$ cat src/rtl/tsp_pkg.sv
`timescale 1ns / 1ps
package tsp_pkg;

    localparam int DATA_W    = 8;
    localparam int FIELD_W   = 16;
    localparam int KIND_W    = 2;
    localparam int STATUS_W  = 2;
    localparam int APB_W     = 32;
    localparam int PADDR_W   = 4;
    localparam int REG_IDX_W = 2;

    // default output queue depth, power of two, at least two
    localparam int OUTQ_DEPTH_DEF = 4;

    localparam logic [FIELD_W-1:0] QUIRK_TYPE_RST = 16'h0013;
    localparam logic [FIELD_W-1:0] QUIRK_LEN_RST  = 16'h0002;

    localparam logic [KIND_W-1:0] KIND_HEADER = 2'd0;
    localparam logic [KIND_W-1:0] KIND_VALUE  = 2'd1;
    localparam logic [KIND_W-1:0] KIND_STATUS = 2'd2;

    localparam logic [STATUS_W-1:0] ST_CLEAN   = 2'd0;
    localparam logic [STATUS_W-1:0] ST_PARTIAL = 2'd1;
    localparam logic [STATUS_W-1:0] ST_TRUNC   = 2'd2;

    localparam logic [REG_IDX_W-1:0] REG_QUIRK_EN   = 2'd0;
    localparam logic [REG_IDX_W-1:0] REG_QUIRK_TYPE = 2'd1;
    localparam logic [REG_IDX_W-1:0] REG_QUIRK_LEN  = 2'd2;

    typedef struct packed {
        logic               quirk_enable;
        logic [FIELD_W-1:0] quirk_type;
        logic [FIELD_W-1:0] quirk_length;
    } t_cfg;

    typedef struct packed {
        logic [KIND_W-1:0]   item_kind;
        logic [FIELD_W-1:0]  record_type;
        logic [FIELD_W-1:0]  record_length;
        logic [DATA_W-1:0]   value_byte;
        logic                record_end;
        logic [STATUS_W-1:0] end_status;
    } t_result;

    typedef struct packed {
        logic    push0;
        logic    push1;
        t_result item0;
        t_result item1;
    } t_push;

endpackage

$ cat src/rtl/tsp_in_if.sv
`timescale 1ns / 1ps
interface tsp_in_if;
    import tsp_pkg::*;

    logic              valid;
    logic              ready;
    logic [DATA_W-1:0] data_byte;
    logic              final_byte;

    modport source (output valid, data_byte, final_byte, input ready);
    modport sink   (input valid, data_byte, final_byte, output ready);
endinterface

$ cat src/rtl/tsp_out_if.sv
`timescale 1ns / 1ps
interface tsp_out_if;
    import tsp_pkg::*;

    logic                valid;
    logic                ready;
    logic [KIND_W-1:0]   item_kind;
    logic [FIELD_W-1:0]  record_type;
    logic [FIELD_W-1:0]  record_length;
    logic [DATA_W-1:0]   value_byte;
    logic                record_end;
    logic [STATUS_W-1:0] end_status;

    modport source (output valid, item_kind, record_type, record_length, value_byte,
                    record_end, end_status, input ready);
    modport sink   (input valid, item_kind, record_type, record_length, value_byte,
                    record_end, end_status, output ready);
endinterface

$ cat src/rtl/tsp_regs.sv
`timescale 1ns / 1ps
module tsp_regs (
    input  logic                          i_clk,
    input  logic                          i_rst_n,
    input  logic                          i_psel,
    input  logic                          i_penable,
    input  logic                          i_pwrite,
    input  logic [tsp_pkg::PADDR_W-1:0]   i_paddr,
    input  logic [tsp_pkg::APB_W-1:0]     i_pwdata,
    output logic [tsp_pkg::APB_W-1:0]     o_prdata,
    output tsp_pkg::t_cfg                 o_cfg
);
    import tsp_pkg::*;

    t_cfg                 r_cfg;
    logic [REG_IDX_W-1:0] idx;
    logic                 wr_en;

    assign idx   = i_paddr[PADDR_W-1:2];
    assign wr_en = i_psel & i_penable & i_pwrite;

    always_ff @(posedge i_clk) begin
        if (!i_rst_n) begin
            r_cfg.quirk_enable <= 1'b1;
            r_cfg.quirk_type   <= QUIRK_TYPE_RST;
            r_cfg.quirk_length <= QUIRK_LEN_RST;
        end else if (wr_en) begin
            case (idx)
                REG_QUIRK_EN:   r_cfg.quirk_enable <= i_pwdata[0];
                REG_QUIRK_TYPE: r_cfg.quirk_type   <= i_pwdata[FIELD_W-1:0];
                REG_QUIRK_LEN:  r_cfg.quirk_length <= i_pwdata[FIELD_W-1:0];
                default: ;
            endcase
        end
    end

    always_comb begin
        o_prdata = '0;
        case (idx)
            REG_QUIRK_EN:   o_prdata = {{(APB_W-1){1'b0}}, r_cfg.quirk_enable};
            REG_QUIRK_TYPE: o_prdata = {{(APB_W-FIELD_W){1'b0}}, r_cfg.quirk_type};
            REG_QUIRK_LEN:  o_prdata = {{(APB_W-FIELD_W){1'b0}}, r_cfg.quirk_length};
            default:        o_prdata = '0;
        endcase
    end

    assign o_cfg = r_cfg;
endmodule

$ cat src/rtl/tsp_core.sv
`timescale 1ns / 1ps
module tsp_core (
    input  logic                      i_clk,
    input  logic                      i_rst_n,
    input  tsp_pkg::t_cfg             i_cfg,
    input  logic                      i_accept,
    input  logic [tsp_pkg::DATA_W-1:0] i_data_byte,
    input  logic                      i_final_byte,
    output tsp_pkg::t_push            o_push
);
    import tsp_pkg::*;

    typedef enum logic [4:0] {
        PH_TYPE_HI = 5'b00001,
        PH_TYPE_LO = 5'b00010,
        PH_LEN_HI  = 5'b00100,
        PH_LEN_LO  = 5'b01000,
        PH_BODY    = 5'b10000
    } t_phase;

    t_phase               r_phase, n_phase;
    logic [FIELD_W-1:0]   r_type, n_type;
    logic [FIELD_W-1:0]   r_len, n_len;
    logic [FIELD_W-1:0]   r_left, n_left;
    logic                 r_skip, n_skip;

    logic [FIELD_W-1:0]   len_full;
    logic [FIELD_W-1:0]   left_dec;
    logic                 quirk_hit;
    logic                 res_v;
    t_result              res;
    t_result              stat;
    logic [STATUS_W-1:0]  status;

    assign len_full  = {r_len[FIELD_W-1:DATA_W], i_data_byte};
    assign quirk_hit = i_cfg.quirk_enable && (r_type == i_cfg.quirk_type) &&
                       (len_full != i_cfg.quirk_length);
    assign left_dec  = (r_left != '0) ? r_left - 1'b1 : '0;

    always_comb begin
        n_phase = r_phase;
        n_type  = r_type;
        n_len   = r_len;
        n_left  = r_left;
        n_skip  = r_skip;
        status  = ST_PARTIAL;
        res_v   = 1'b0;
        res     = '0;

        case (r_phase)
            PH_TYPE_LO: begin
                n_type  = {r_type[FIELD_W-1:DATA_W], i_data_byte};
                n_phase = PH_LEN_HI;
            end
            PH_LEN_HI: begin
                n_len   = {i_data_byte, {DATA_W{1'b0}}};
                n_phase = PH_LEN_LO;
            end
            PH_LEN_LO: begin
                n_len = len_full;
                if (quirk_hit) begin
                    n_skip = 1'b1;
                    n_left = i_cfg.quirk_length;
                    status = ST_CLEAN;
                end else begin
                    n_skip            = 1'b0;
                    n_left            = len_full;
                    res_v             = 1'b1;
                    res.item_kind     = KIND_HEADER;
                    res.record_type   = r_type;
                    res.record_length = len_full;
                    res.record_end    = (len_full == '0);
                    status            = (len_full == '0) ? ST_CLEAN : ST_TRUNC;
                end
                n_phase = (n_left == '0) ? PH_TYPE_HI : PH_BODY;
            end
            PH_BODY: begin
                n_left = left_dec;
                if (r_skip) begin
                    status = ST_CLEAN;
                end else begin
                    res_v             = 1'b1;
                    res.item_kind     = KIND_VALUE;
                    res.record_type   = r_type;
                    res.record_length = r_len;
                    res.value_byte    = i_data_byte;
                    res.record_end    = (left_dec == '0);
                    status            = (left_dec == '0) ? ST_CLEAN : ST_TRUNC;
                end
                if (left_dec == '0) begin
                    n_phase = PH_TYPE_HI;
                    n_skip  = 1'b0;
                end
            end
            default: begin
                // expecting type high byte; stray codes restart here too
                n_type  = {i_data_byte, {DATA_W{1'b0}}};
                n_phase = PH_TYPE_LO;
            end
        endcase

        if (i_final_byte) begin
            n_phase = PH_TYPE_HI;
            n_type  = '0;
            n_len   = '0;
            n_left  = '0;
            n_skip  = 1'b0;
        end
    end

    always_comb begin
        stat            = '0;
        stat.item_kind  = KIND_STATUS;
        stat.record_end = 1'b1;
        stat.end_status = status;

        o_push.push0 = i_accept && (res_v || i_final_byte);
        o_push.push1 = i_accept && res_v && i_final_byte;
        o_push.item0 = res_v ? res : stat;
        o_push.item1 = stat;
    end

    always_ff @(posedge i_clk) begin
        if (!i_rst_n) begin
            r_phase <= PH_TYPE_HI;
            r_type  <= '0;
            r_len   <= '0;
            r_left  <= '0;
            r_skip  <= 1'b0;
        end else if (i_accept) begin
            r_phase <= n_phase;
            r_type  <= n_type;
            r_len   <= n_len;
            r_left  <= n_left;
            r_skip  <= n_skip;
        end
    end
endmodule

$ cat src/rtl/tsp_outq.sv
`timescale 1ns / 1ps
module tsp_outq #(
    parameter int DEPTH = tsp_pkg::OUTQ_DEPTH_DEF
) (
    input  logic             i_clk,
    input  logic             i_rst_n,
    input  tsp_pkg::t_push   i_push,
    output logic             o_room,
    output logic             o_valid,
    input  logic             i_ready,
    output tsp_pkg::t_result o_item
);
    import tsp_pkg::*;

    localparam int PTR_W = $clog2(DEPTH);
    localparam int CNT_W = $clog2(DEPTH + 1);
    localparam logic [CNT_W-1:0] ROOM_MAX = CNT_W'(DEPTH - 2);

    t_result              r_mem [DEPTH];
    logic [PTR_W-1:0]     r_wr, n_wr;
    logic [PTR_W-1:0]     r_rd, n_rd;
    logic [CNT_W-1:0]     r_cnt, n_cnt;
    logic                 pop;
    logic [PTR_W-1:0]     wr_nxt;

    assign o_valid = (r_cnt != '0);
    assign o_room  = (r_cnt <= ROOM_MAX);
    assign pop     = o_valid & i_ready;
    assign wr_nxt  = r_wr + 1'b1;
    assign o_item  = r_mem[r_rd];

    always_comb begin
        n_wr  = r_wr + PTR_W'(i_push.push0) + PTR_W'(i_push.push1);
        n_rd  = r_rd + PTR_W'(pop);
        n_cnt = r_cnt + CNT_W'(i_push.push0) + CNT_W'(i_push.push1) - CNT_W'(pop);
    end

    always_ff @(posedge i_clk) begin
        if (i_push.push0) begin
            r_mem[r_wr] <= i_push.item0;
        end
        if (i_push.push1) begin
            r_mem[wr_nxt] <= i_push.item1;
        end
    end

    always_ff @(posedge i_clk) begin
        if (!i_rst_n) begin
            r_wr  <= '0;
            r_rd  <= '0;
            r_cnt <= '0;
        end else begin
            r_wr  <= n_wr;
            r_rd  <= n_rd;
            r_cnt <= n_cnt;
        end
    end
endmodule

$ cat src/rtl/tlv_stream_parser.sv
`timescale 1ns / 1ps
// Streaming TLV record parser, one byte per clock while s_in.ready is set.
// Input channel s_in: data_byte plus final_byte, which flags the buffer's
// last byte. Each record is a 16-bit big-endian type, a 16-bit big-endian
// length and that many value bytes.
// Output channel m_out: one word per result: a header on the fourth header
// byte, one value word per body byte, and an end-status word after the
// final byte's other result. record_end marks a record's last word.
// Records of the quirk type with a wrong length are skipped silently.
// A result is registered in the output queue before it is offered.
// A byte yields at most two words, which drain one per cycle through the
// output queue while m_out.ready is high; s_in.ready drops while the
// queue has fewer than two free slots.
// A stalled receiver holds the head word steady; the queue decouples the
// two sides: the parser takes bytes until fewer than two slots are free.
// Reset (synchronous, active low) empties the queue, returns the parser to
// the type-high phase and loads the quirk registers with their defaults.
// APB registers: 0x0 quirk_enable, 0x4 quirk_type, 0x8 quirk_length.
module tlv_stream_parser #(
    parameter int OUTQ_DEPTH = tsp_pkg::OUTQ_DEPTH_DEF
) (
    input  logic                        i_clk,
    input  logic                        i_rst_n,
    tsp_in_if.sink                      s_in,
    tsp_out_if.source                   m_out,
    input  logic                        psel,
    input  logic                        penable,
    input  logic                        pwrite,
    input  logic [tsp_pkg::PADDR_W-1:0] paddr,
    input  logic [tsp_pkg::APB_W-1:0]   pwdata,
    output logic [tsp_pkg::APB_W-1:0]   prdata,
    output logic                        pready
);
    import tsp_pkg::*;

    t_cfg    cfg;
    t_push   push;
    t_result head;
    logic    room;
    logic    in_accept;

    assign pready    = 1'b1;
    assign s_in.ready = room;
    assign in_accept = s_in.valid & room;

    tsp_regs u_regs (
        .i_clk     (i_clk),
        .i_rst_n   (i_rst_n),
        .i_psel    (psel),
        .i_penable (penable),
        .i_pwrite  (pwrite),
        .i_paddr   (paddr),
        .i_pwdata  (pwdata),
        .o_prdata  (prdata),
        .o_cfg     (cfg)
    );

    // parse state and result formation for the accepted byte
    tsp_core u_core (
        .i_clk        (i_clk),
        .i_rst_n      (i_rst_n),
        .i_cfg        (cfg),
        .i_accept     (in_accept),
        .i_data_byte  (s_in.data_byte),
        .i_final_byte (s_in.final_byte),
        .o_push       (push)
    );

    // results land here; the queue entries are the result registers
    tsp_outq #(
        .DEPTH (OUTQ_DEPTH)
    ) u_outq (
        .i_clk   (i_clk),
        .i_rst_n (i_rst_n),
        .i_push  (push),
        .o_room  (room),
        .o_valid (m_out.valid),
        .i_ready (m_out.ready),
        .o_item  (head)
    );

    assign m_out.item_kind     = head.item_kind;
    assign m_out.record_type   = head.record_type;
    assign m_out.record_length = head.record_length;
    assign m_out.value_byte    = head.value_byte;
    assign m_out.record_end    = head.record_end;
    assign m_out.end_status    = head.end_status;
endmodule

$ cat src/flat_wrapper.sv
// flat-port wrapper written by rule: the top's interface ports become plain ports
module tlv_stream_parser_flat import tsp_pkg::*;
#(
    parameter int OUTQ_DEPTH = tsp_pkg::OUTQ_DEPTH_DEF
)
  (i_clk, i_rst_n, psel, penable, pwrite, paddr, pwdata, prdata, pready, s_in_valid, s_in_data_byte, s_in_final_byte, s_in_ready, m_out_valid, m_out_item_kind, m_out_record_type, m_out_record_length, m_out_value_byte, m_out_record_end, m_out_end_status, m_out_ready);
  tsp_in_if s_in_i ();
  tsp_out_if m_out_i ();
  input  logic i_clk;
  input  logic i_rst_n;
  input  logic psel;
  input  logic penable;
  input  logic pwrite;
  input  logic [tsp_pkg::PADDR_W-1:0] paddr;
  input  logic [tsp_pkg::APB_W-1:0] pwdata;
  output logic [tsp_pkg::APB_W-1:0] prdata;
  output logic pready;
  input wire logic [$bits(s_in_i.valid)-1:0] s_in_valid;
  input wire logic [$bits(s_in_i.data_byte)-1:0] s_in_data_byte;
  input wire logic [$bits(s_in_i.final_byte)-1:0] s_in_final_byte;
  output wire logic [$bits(s_in_i.ready)-1:0] s_in_ready;
  output wire logic [$bits(m_out_i.valid)-1:0] m_out_valid;
  output wire logic [$bits(m_out_i.item_kind)-1:0] m_out_item_kind;
  output wire logic [$bits(m_out_i.record_type)-1:0] m_out_record_type;
  output wire logic [$bits(m_out_i.record_length)-1:0] m_out_record_length;
  output wire logic [$bits(m_out_i.value_byte)-1:0] m_out_value_byte;
  output wire logic [$bits(m_out_i.record_end)-1:0] m_out_record_end;
  output wire logic [$bits(m_out_i.end_status)-1:0] m_out_end_status;
  input wire logic [$bits(m_out_i.ready)-1:0] m_out_ready;
  assign s_in_i.valid = s_in_valid;
  assign s_in_i.data_byte = s_in_data_byte;
  assign s_in_i.final_byte = s_in_final_byte;
  assign s_in_ready = s_in_i.ready;
  assign m_out_valid = m_out_i.valid;
  assign m_out_item_kind = m_out_i.item_kind;
  assign m_out_record_type = m_out_i.record_type;
  assign m_out_record_length = m_out_i.record_length;
  assign m_out_value_byte = m_out_i.value_byte;
  assign m_out_record_end = m_out_i.record_end;
  assign m_out_end_status = m_out_i.end_status;
  assign m_out_i.ready = m_out_ready;
  tlv_stream_parser #(.OUTQ_DEPTH(OUTQ_DEPTH)) u_core (.i_clk(i_clk), .i_rst_n(i_rst_n), .s_in(s_in_i), .m_out(m_out_i), .psel(psel), .penable(penable), .pwrite(pwrite), .paddr(paddr), .pwdata(pwdata), .prdata(prdata), .pready(pready));
endmodule
$ cat config.mk
export PLATFORM = sky130hd
export DESIGN_NAME = tlv_stream_parser_flat
export DESIGN_NICKNAME = d
export VERILOG_FILES = /design/src/rtl/tsp_pkg.sv /design/src/rtl/tsp_in_if.sv /design/src/rtl/tsp_out_if.sv /design/src/rtl/tsp_regs.sv /design/src/rtl/tsp_core.sv /design/src/rtl/tsp_outq.sv /design/src/rtl/tlv_stream_parser.sv /design/src/flat_wrapper.sv
export SDC_FILE = /design/constraint.sdc
export NUM_CORES = 1
export LEC_CHECK = 0
export ABC_AREA = 1
export BUFFER_PORTS_ARGS = -buffer_cell sky130_fd_sc_hd__buf_2
export CORE_ASPECT_RATIO = 0.7
export CORE_UTILIZATION = 55
export DETAILED_ROUTE_END_ITERATION = 16
export HOLD_SLACK_MARGIN = 0.15
export PLACE_DENSITY_LB_ADDON = 0.08
export REMOVE_ABC_BUFFERS = 1
export SYNTH_ARGS = -nofsm -noshare
export SYNTH_HDL_FRONTEND = slang
export SYNTH_HIERARCHICAL = 1
export SYNTH_SLANG_ARGS = --single-unit
$ cat constraint.sdc
create_clock -name i_clk -period 5.55 [get_ports i_clk]
set_clock_uncertainty 0.15 [all_clocks]
set_input_delay 0.555 -clock i_clk [delete_from_list [all_inputs] [get_ports i_clk]]
set_output_delay 0.555 -clock i_clk [all_outputs]
set_load 0.02 [all_outputs]
**After elaboration in Yosys (flattened, before gate mapping)**

Memories as Yosys holds them, arrays and structs flattened. A register that Yosys moved wholly into a read port is not among the register bits.
Cells that the tools add are included.

- Equality and inequality tests: 12
- Bitwise operators: 4
- Muxes and demuxes: 38
- Reductions and logical operators: 26
- Magnitude comparators: 1
- Add/sub/neg operators: 8

Operators with widths:

| operator | number |
|---|---|
| 2-to-1 mux 16 bit | 6 |
| one-hot mux 16 bit (2 select lines) | 3 |
| one-hot mux 34 bit (2 select lines) | 1 |
| zero test 16 bit | 3 |
| one-hot mux 16 bit (3 select lines) | 1 |
| 2-to-1 mux 45 bit | 1 |
| 2-to-1 mux 42 bit | 1 |
| 2-to-1 mux 32 bit | 1 |
| one-hot mux 5 bit (4 select lines) | 1 |
| == test 16 bit | 1 |
| != test 16 bit | 1 |
| nonzero test 16 bit | 1 |
| subtractor 16 x 1 -> 16 bit, second input constant | 1 |
| 2-to-1 mux 5 bit | 3 |
| AND reduction 2 bit | 7 |
| 2-to-1 mux 1 bit | 10 |
| 2-to-1 mux 2 bit | 5 |
| AND reduction 3 bit | 3 |
| nonzero test 3 bit | 3 |
| 2-to-1 mux 8 bit | 1 |
| adder 2 x 1 -> 2 bit | 3 |
| adder 3 x 1 -> 3 bit | 2 |
| one-hot mux 1 bit (2 select lines) | 3 |
| == test 5 x 2 -> 1 bit, second input constant | 1 |
| 18 further kinds | 26 |

- Logic and storage cells: 103
- Output and inout bits: 80
- Bits of input ports: 52
- Flip-flop bits (word level): 94
- Memory bits (writable): 180
- Memories: 1

Memories:

| memory | depth | bits a word | rd ports | clocked after Yosys merged registers in | wr ports | RTL line | RTL |
|---|---|---|---|---|---|---|---|
| u_core.u_outq.r_mem | 4 | 45 | 1 | 1 | 2 | tsp_outq.sv:19 | `t_result r_mem [DEPTH];` |

**Depth between registers and ports, before layout**

Gate-level depths: netlist of the first run.

- Word-level depth: 10
- Mapped depth: 23
- Mapped depth without buffers: 22

**Hierarchy**

The synthesis of the first run kept the hierarchy.

Modules (own cells, without submodules):

| module | area an instance (um2) | cells an instance | seq. area each (um2) | times used |
|---|---|---|---|---|
| tsp_outq | 10770.3 | 1369 | 5545.3 | 1 |
| tsp_core | 4449.3 | 758 | 1081.0 | 1 |
| tsp_regs | 1712.9 | 271 | 660.6 | 1 |
| tlv_stream_parser | 18.8 | 4 | 0.0 | 1 |

**Least setup slack after synthesis of the first run**

Ideal clock, no wire load.

- Kind: input to register
- Start point: in s_in_data_byte[1]
- End point: mem u_core/u_outq/r_mem[2][0] (netlist bit) (enable)
- Library setup time: 403 ps
- Stages: 18
- Slack: 1599 ps
- Data arrival time: 3397 ps
- Cell sequence: inv_2 > nand2_1 > nand2_1 > nor2_1 > nand2_1 > nor2_1 > nand2_2 > nand3_4 > buf_6 > inv_2 > nor2_2 > nor2_4 > nor2_1 > buf_4 > buf_6 > nand3_4 > buf_6 > nand2_1

RTL lines:

| what | RTL line | RTL |
|---|---|---|
| from (decl) | flat_wrapper.sv:19 | `input wire logic [$bits(s_in_i.data_byte)-1:0] s_in_data_byte;` |
| to (decl) | tsp_outq.sv:19 |  |

==> results of run 1 <==
-- cell families after synthesis --
family | count (synthesis) | share of synthesized area
DFF | 274 | 0.430
xor gates and xnor gates | 5 | 0.00258
other | 4 | 0.000885
and+or+nand+nor | 1407 | 0.358
AOI/OAI and AO/OA | 156 | 0.0510
adders and majority gates | 8 | 0.00723
buffers and inverters | 548 | 0.151
-- cell usage after synthesis (5+ instances only) --
library cell / number / area share
edfxtp_1: 180 / 0.32
nand2_2: 7 / 0.0026
inv_2: 27 / 0.0060
o21ai_1: 7 / 0.0021
a21oi_1: 50 / 0.015
buf_4: 77 / 0.034
ha_1: 5 / 0.0037
nand4_1: 93 / 0.034
inv_1: 329 / 0.073
clkbuf_1: 26 / 0.0058
buf_6: 17 / 0.011
nand3_1: 214 / 0.063
dfxtp_1: 94 / 0.11
o21ai_0: 79 / 0.023
nor2_2: 11 / 0.0041
nor2_4: 8 / 0.0053
nor4_1: 6 / 0.0022
nor2_1: 177 / 0.039
buf_2: 64 / 0.019
nand2_1: 868 / 0.19
-- state kept, by name, summed over array words and instances, names as in the netlist, 3 cells and up --
| register | cells |
|---|---|
| u_core/u_core/r_left | 16 |
| u_core/u_core/r_len | 16 |
| u_core/u_core/r_phase | 5 |
| u_core/u_core/r_type | 16 |
| u_core/u_outq/r_cnt | 3 |
| u_core/u_outq/r_mem | 180 |
| u_core/u_regs/o_cfg | 33 |
-- metal layers --
metal,global-route usage,vias to the layer above,share of wire
met5,0,-,0
met4,0.0859,0,0.024
met3,0.0554,80,0.098
met2,0.475,707,0.44
met1,0.433,6958,0.44
li1,-,7494,-
-- through the flow --
step	utilization	setup slack (ps)	setup TNS [ps]
floorplan	-	-4400	-1219480
global placement	0.570	1240	0
detailed placement	0.570	1190	0
CTS	0.600	1270	0
global route	0.600	881	0
finish	0.600	1250	0
-- timing repair --
item	CTS	global route
hold buffers	3	0
endpoints found under the hold margin	5	0
buffers inserted	0	0
-- worst min path at each step --
stage / startpoint / to / slack [ps]
after floorplan: u_core/u_core/r_len[0] / u_core/u_core/r_len[0] / 290
after global placement: u_core/u_core/r_len[7] / u_core/u_core/r_len[7] / 300
after detailed placement: u_core/u_core/r_len[6] / u_core/u_core/r_len[6] / 310
after CTS: pwdata[5] / u_core/u_regs/o_cfg[5] / 160
after global routing: s_in_data_byte[7] / u_core/u_core/r_type[7] / 190
final: pwdata[8] / u_core/u_regs/o_cfg[24] / 180
-- final cells by class --
| type | instances | area [um2] | area share |
|---|---|---|---|
| Tap cell | 412 | 515 | 0.0285 |
| Antenna cell | 1 | 2.50 | 0.000138 |
| Timing Repair Buffer | 124 | 711 | 0.0392 |
| Multi-Input combinational cell | 1637 | 7340 | 0.406 |
| Sequential cell | 274 | 7290 | 0.403 |
| Inverter | 360 | 1350 | 0.0746 |
| Clock buffer | 46 | 862 | 0.0476 |
| Clock inverter | 6 | 28.8 | 0.00159 |
-- cells in the final DEF (no fill, tap or decap), drive strengths merged, types with 2 or more instances in the layout --
master,count
buf,121
clkinv,9
nand3b,2
and3,2
o21bai,2
a21oi,51
fa,3
nor4,6
or2,2
xor2,3
dfxtp,94
dlygate4sd3,3
xnor2,2
nor2,198
ha,5
nor3,4
nand4,93
a211oi,7
clkbuf,46
edfxtp,180
inv,356
nand2,877
o21ai,88
conb,61
nand3,222
-- critical path, delay by kind of cell (launching register included) --
kind | cells | cell delay [ps]
buffers and inverters | 2 | 650
and+or+nand+nor | 8 | 2720
DFF | 1 | 350
-- power by group --
part | switching [W] | internal, W | total, W
clock network | 0.000794 | 0.00105 | 0.00185
registers | 0.000138 | 0.00233 | 0.00247
logic | 0.00157 | 0.000587 | 0.00216
==> impl_metrics.py, run 1 <==
metrics = {
    "clocking": {
        "clkSinkCount": 274,
        "htreeDepth": 1,
        "numCtsBuffers": 29,
        "clock_latency_ps": 560,
        "cts_root_buffer": "clkbuf_16",
        "ctsResizeCount": 0,
        "cts_tree": "done",
        "cts_buffer_depth": 3,
        "clk_transition_reported_paths_ps": 60,
    },
    "worst_setup_path": {
        "path_common_cell": "nor2_1",
        "rr_worst_depth": 10,
        "crit_required_ps": 5590,
        "r2r-start": "u_core/u_core/r_phase[2]",
        "crit_path_start_kind": "flip-flop",
        "setup.worst_path.class": "flip-flop to flip-flop",
        "r2r-end": "u_core/u_outq/r_mem[3][0]",
        "end_kind": "flip-flop",
        "slowest_stage": "nor2_1",
        "worstPathCellList": "nor2_1 -> clkinv_1 -> nor2_1 -> nand2_2 -> nor2_1 -> nor2_4 -> nor2_4 -> nand3_2 -> nand2_2 -> buf_4",
        "ff2ff_setup_slack_ps": 1250,
        "crit_path_end": "u_core/u_outq/r_mem[3][0]",
        "cpPeakStageDelay_ps": 810,
        "crit_fanout": 34,
        "worstSetupStartpoint": "u_core/u_core/r_phase[2]",
        "cp.arrival_ps": 4340,
    },
    "routing": {
        "drt_drc_violations_left": 0,
        "finalWirelength_mm": 48.1,
        "drtAntennaViolNets": 0,
        "wl_per_cell_um": 16.8,
        "route.detailed.vias_per_inst": 5.33,
        "drt-pass1-iter-count": 7,
        "drt-initial-drc-count": 1393,
        "vias": 15200,
    },
    "sta": {
        "finalMaxSlewViolations": 0,
        "rsz0062_at_grt": "false",
        "worst_pin_slew_ps": 1170,
        "fmax_mhz": 232,
        "timing.hold.ws_ps": 178,
        "hold_violations": 0,
        "slew_headroom": 0.217,
        "finalWorstPathRequiredPeriod_ps": 4300,
        "setup_viol": 0,
        "finalCritPeriodShare": 0.775,
    },
    "floorplan": {
        "die_h_um": 149,
        "boundaryPins": 132,
        "die_width_um": 212,
        "start_util": 0.562,
        "die-area_um2": 31500,
        "rows": 53,
        "core_area_um2": 30200,
    },
    "yosys": {
        "synth-edff-count": 180,
        "avgSynthCellArea_um2": 7.06,
        "synth_warnings": 6,
        "synth_seq_cells": 274,
        "ys_seq_area_frac": 0.430,
        "synth_area_um2": 17000,
        "synth_cell_type_count": 51,
        "async_flop_share": 0,
        "synthFlopType": "edfxtp_1",
        "postSynthCellCount": 2402,
    },
    "placed_design": {
        "postPlaceCellArea_um2": 17200,
        "place_congestion": 0.895,
        "port_buffers": 96,
        "placed_cells": 2804,
        "dpl.hpwl_mm": 30.1,
    },
    "finish": {
        "final_cell_area_um2": 18100,
        "syn_to_final_growth_pct": 6.82,
        "stdcell_count": 2860,
        "layout-drive-gt1-share": 0.101,
        "fill_cells": 2876,
        "nNetsFinal": 2486,
    },
    "global_routing": {
        "grt_pass1_wl_mm": 74.2,
        "grt_max_degree": 64,
        "grt_overflow": 0,
        "antenna_found_initial": 1,
        "first_global_vias": 13400,
        "grt_usage": 0.304,
    },
    "run": {
        "maxCapViolations": 0,
    },
    "power": {
        "p_total_w": 0.00648,
        "p_leak_nw": 8.57,
        "powerDensity_nw_per_um2": 358,
        "ir_drop_mv": 0.327,
    },
    "outcome": {
        "status": "completed",
    },
    "min_path": {
        "min_path_cells": 5,
        "hold_path.class": "primary input to flip-flop",
    },
}
Note: power is estimated with default switching activity, not from simulation.
==> run 2: changes to the inputs <==
==> constraint.sdc (replaced) <==
create_clock -name i_clk -period 3.7 [get_ports i_clk]
set_clock_uncertainty 0.15 [all_clocks]
set_input_delay 0.37 -clock i_clk [delete_from_list [all_inputs] [get_ports i_clk]]
set_output_delay 0.37 -clock i_clk [all_outputs]
set_load 0.02 [all_outputs]
==> run 2 against run 1 <==
Against the previous run:
- combinational power up 57%
- wire length up 3.2%
- largest power group unchanged
- count of clock-buffer cells in the layout down 10
- cell area up 2.5%
- sequential share of layout area down 0.97 points
==> impl_metrics.py, run 2 (same netlist as run 1, synthesis figures left out) <==
metrics = {
    "outcome": {
        "status": "completed",
    },
    "clocking": {
        "clock_latency_ps": 570,
        "cts_root_buffer": "clkbuf_16",
        "numCtsBuffers": 28,
        "clk_transition_reported_paths_ps": 60,
        "cts_tree": "done",
        "clkSinkCount": 274,
        "htreeDepth": 1,
        "cts_buffer_depth": 3,
        "post-cts-setup-buffers": 0,
    },
    "worst_setup_path": {
        "crit_required_ps": 4010,
        "slowest_stage": "dlygate4sd3_1",
        "worstPathCellList": "dlygate4sd3_1 -> buf_2 -> inv_2 -> nand2_1 -> nand2_1 -> nor2_1 -> nand2_1 -> nor2_1 -> nand2_2 -> nand3_4 -> inv_2 -> nor2_2 -> nor2_4 -> o21ai_1 -> buf_4 -> inv_1 -> ha_1 -> inv_1 -> fa_1 -> fa_1 -> inv_1 -> nand2_1 -> nand2_1 -> nor2_1",
        "end_kind": "flip-flop",
        "cp.buffers_inverters": 8,
        "crit_fanout": 6,
        "cp.arrival_ps": 3820,
        "cpPeakStageDelay_ps": 540,
        "path_common_cell": "nand2_1",
        "crit_family": "buffers and inverters",
        "crit_path_start_kind": "primary input",
        "setup.worst_path.class": "primary input to flip-flop",
    },
    "placed_design": {
        "port_buffers": 96,
        "placed_cells": 2826,
        "dpl.hpwl_mm": 31.3,
        "postPlaceCellArea_um2": 17400,
        "place_congestion": 0.930,
    },
    "power": {
        "power.internal_w": 0.00603,
        "powerDensity_nw_per_um2": 530,
        "p_seq_frac": 0.369,
        "p_leak_nw": 8.79,
        "combPwrFrac": 0.345,
        "p_switching_w": 0.00380,
        "p_sw_frac": 0.386,
        "ir_drop_mv": 0.441,
        "clkPwrFrac": 0.287,
    },
    "routing": {
        "finalWirelength_mm": 49.6,
        "vias": 15500,
        "drt_drc_violations_left": 0,
        "drtAntennaViolNets": 0,
        "drt-pass1-iter-count": 8,
        "drt-initial-drc-count": 1737,
        "wl_per_cell_um": 17.1,
        "route.detailed.vias_per_inst": 5.33,
    },
    "finish": {
        "fill_cells": 2788,
        "final_cell_area_um2": 18600,
        "largest_reg_flops": 180,
        "final_common_cell": "nand2_1",
        "final_cell_mix": "nand2_1 (864), inv_1 (329), nand3_1 (214)",
        "layout-drive-gt1-share": 0.109,
        "stdcell_count": 2906,
        "regMostFlops": "u_core/u_outq/r_mem",
        "finish.utilization": 0.615,
        "n_antenna_cell": 0,
        "syn_to_final_growth_pct": 9.53,
        "nNetsFinal": 2533,
    },
    "floorplan": {
        "die-area_um2": 31500,
        "rows": 53,
        "die_width_um": 212,
        "boundaryPins": 132,
        "core_area_um2": 30200,
        "die_h_um": 149,
        "start_util": 0.562,
    },
    "sta": {
        "finalWorstPathRequiredPeriod_ps": 3510,
        "slew_headroom": 0.215,
        "finalCritPeriodShare": 0.948,
        "fmax_mhz": 285,
        "setup_viol": 0,
        "worst_pin_slew_ps": 1180,
        "hold_violations": 0,
        "finalMaxSlewViolations": 0,
        "rsz0062_at_grt": "false",
    },
    "global_routing": {
        "first_global_vias": 14000,
        "grt_pass1_wl_mm": 77.0,
        "grt_max_degree": 92,
        "antenna_found_initial": 0,
        "grt_overflow": 0,
        "grt_usage": 0.316,
    },
    "run": {
        "maxCapViolations": 0,
    },
    "min_path": {
        "hold_path.class": "primary input to flip-flop",
    },
}
-- run 2: cell count changes in the layout (fill, tap and decap cells not counted), sizes merged --
cell,change
dlygate4sd3,+26
buf,+22
clkbuf,-10
clkinv,+6
bufinv,+2
clkinvlp,+1
diode,-1
-- run 2: worst register-to-register path: stages (launching register included) --
cell and delay (ps):
dfxtp_1 520, inv_1 70, nand2_1 60, nand2_1 50, nor2_1 100, nand2_1 60
nor2_1 120, nand2_2 100, nand3_4 110, inv_2 50, nor2_2 140, nor2_4 60
o21ai_1 200, buf_4 240, inv_1 70, ha_1 270, inv_1 50, fa_1 380
fa_1 390, inv_1 70, nand2_1 50, nand2_1 50, nor2_1 40
-- run 2: worst paths after layout --
| check | slack, ps | startpoint | depth (start not counted) | end |
|---|---|---|---|---|
| setup / recovery | 190 | s_in_data_byte[7] | 24 | u_core/u_outq/r_cnt[2] |
| hold / removal | 210 | pwrite | 5 | u_core/u_regs/o_cfg[3] |
| setup reg to reg | 200 | u_core/u_regs/o_cfg[1] | 22 | u_core/u_outq/r_cnt[2] |
| hold reg to reg | 310 | u_core/u_core/r_len[6] | 2 | u_core/u_core/r_len[6] |
-- run 2: what timing repair did --
action	4_1_cts	5_1_grt
gates resized for setup	0	6
hold buffers	29	0
hold endpoints to repair	46	0
endpoints found under the setup margin	0	2
-- run 2: final cells by class --
type	count	area (um2)	area share
sequential	274	7300	0.393
tap	412	515	0.0278
inverter	360	1350	0.0728
clock buffer	36	772	0.0416
clock inverter	15	119	0.00640
timing repair buffer	172	1160	0.0625
multi-input combinational	1637	7350	0.396
-- run 2: per-stage QoR --
step	setup TNS, ps	setup WS, ps	total power, W	hold WS, ps
after floorplan	-1851930	-6130	0.00581	291
after global placement	0	183	0.00696	299
after detailed placement	0	169	0.00701	305
after CTS	0	132	0.00984	175
after global routing	0	1.09	0.0103	241
final	0	191	0.00983	205
-- run 2: power by group through the flow --
stage                     registers (W)  logic, W  clock network, W
after floorplan                 0.00380   0.00201                 0
final                           0.00362   0.00339           0.00282
after CTS                       0.00362   0.00336           0.00286
after detailed placement        0.00369   0.00333                 0
after global routing            0.00365   0.00371           0.00296
after global placement          0.00368   0.00329                 0
-- run 2: layer usage --
metal | share of wire | vias up | GRT usage
met2 | 0.43 | 726 | 0.484
met1 | 0.44 | 7061 | 0.461
met5 | 0 | - | 0
li1 | - | 7603 | -
met4 | 0.028 | 0 | 0.0996
met3 | 0.095 | 87 | 0.0461
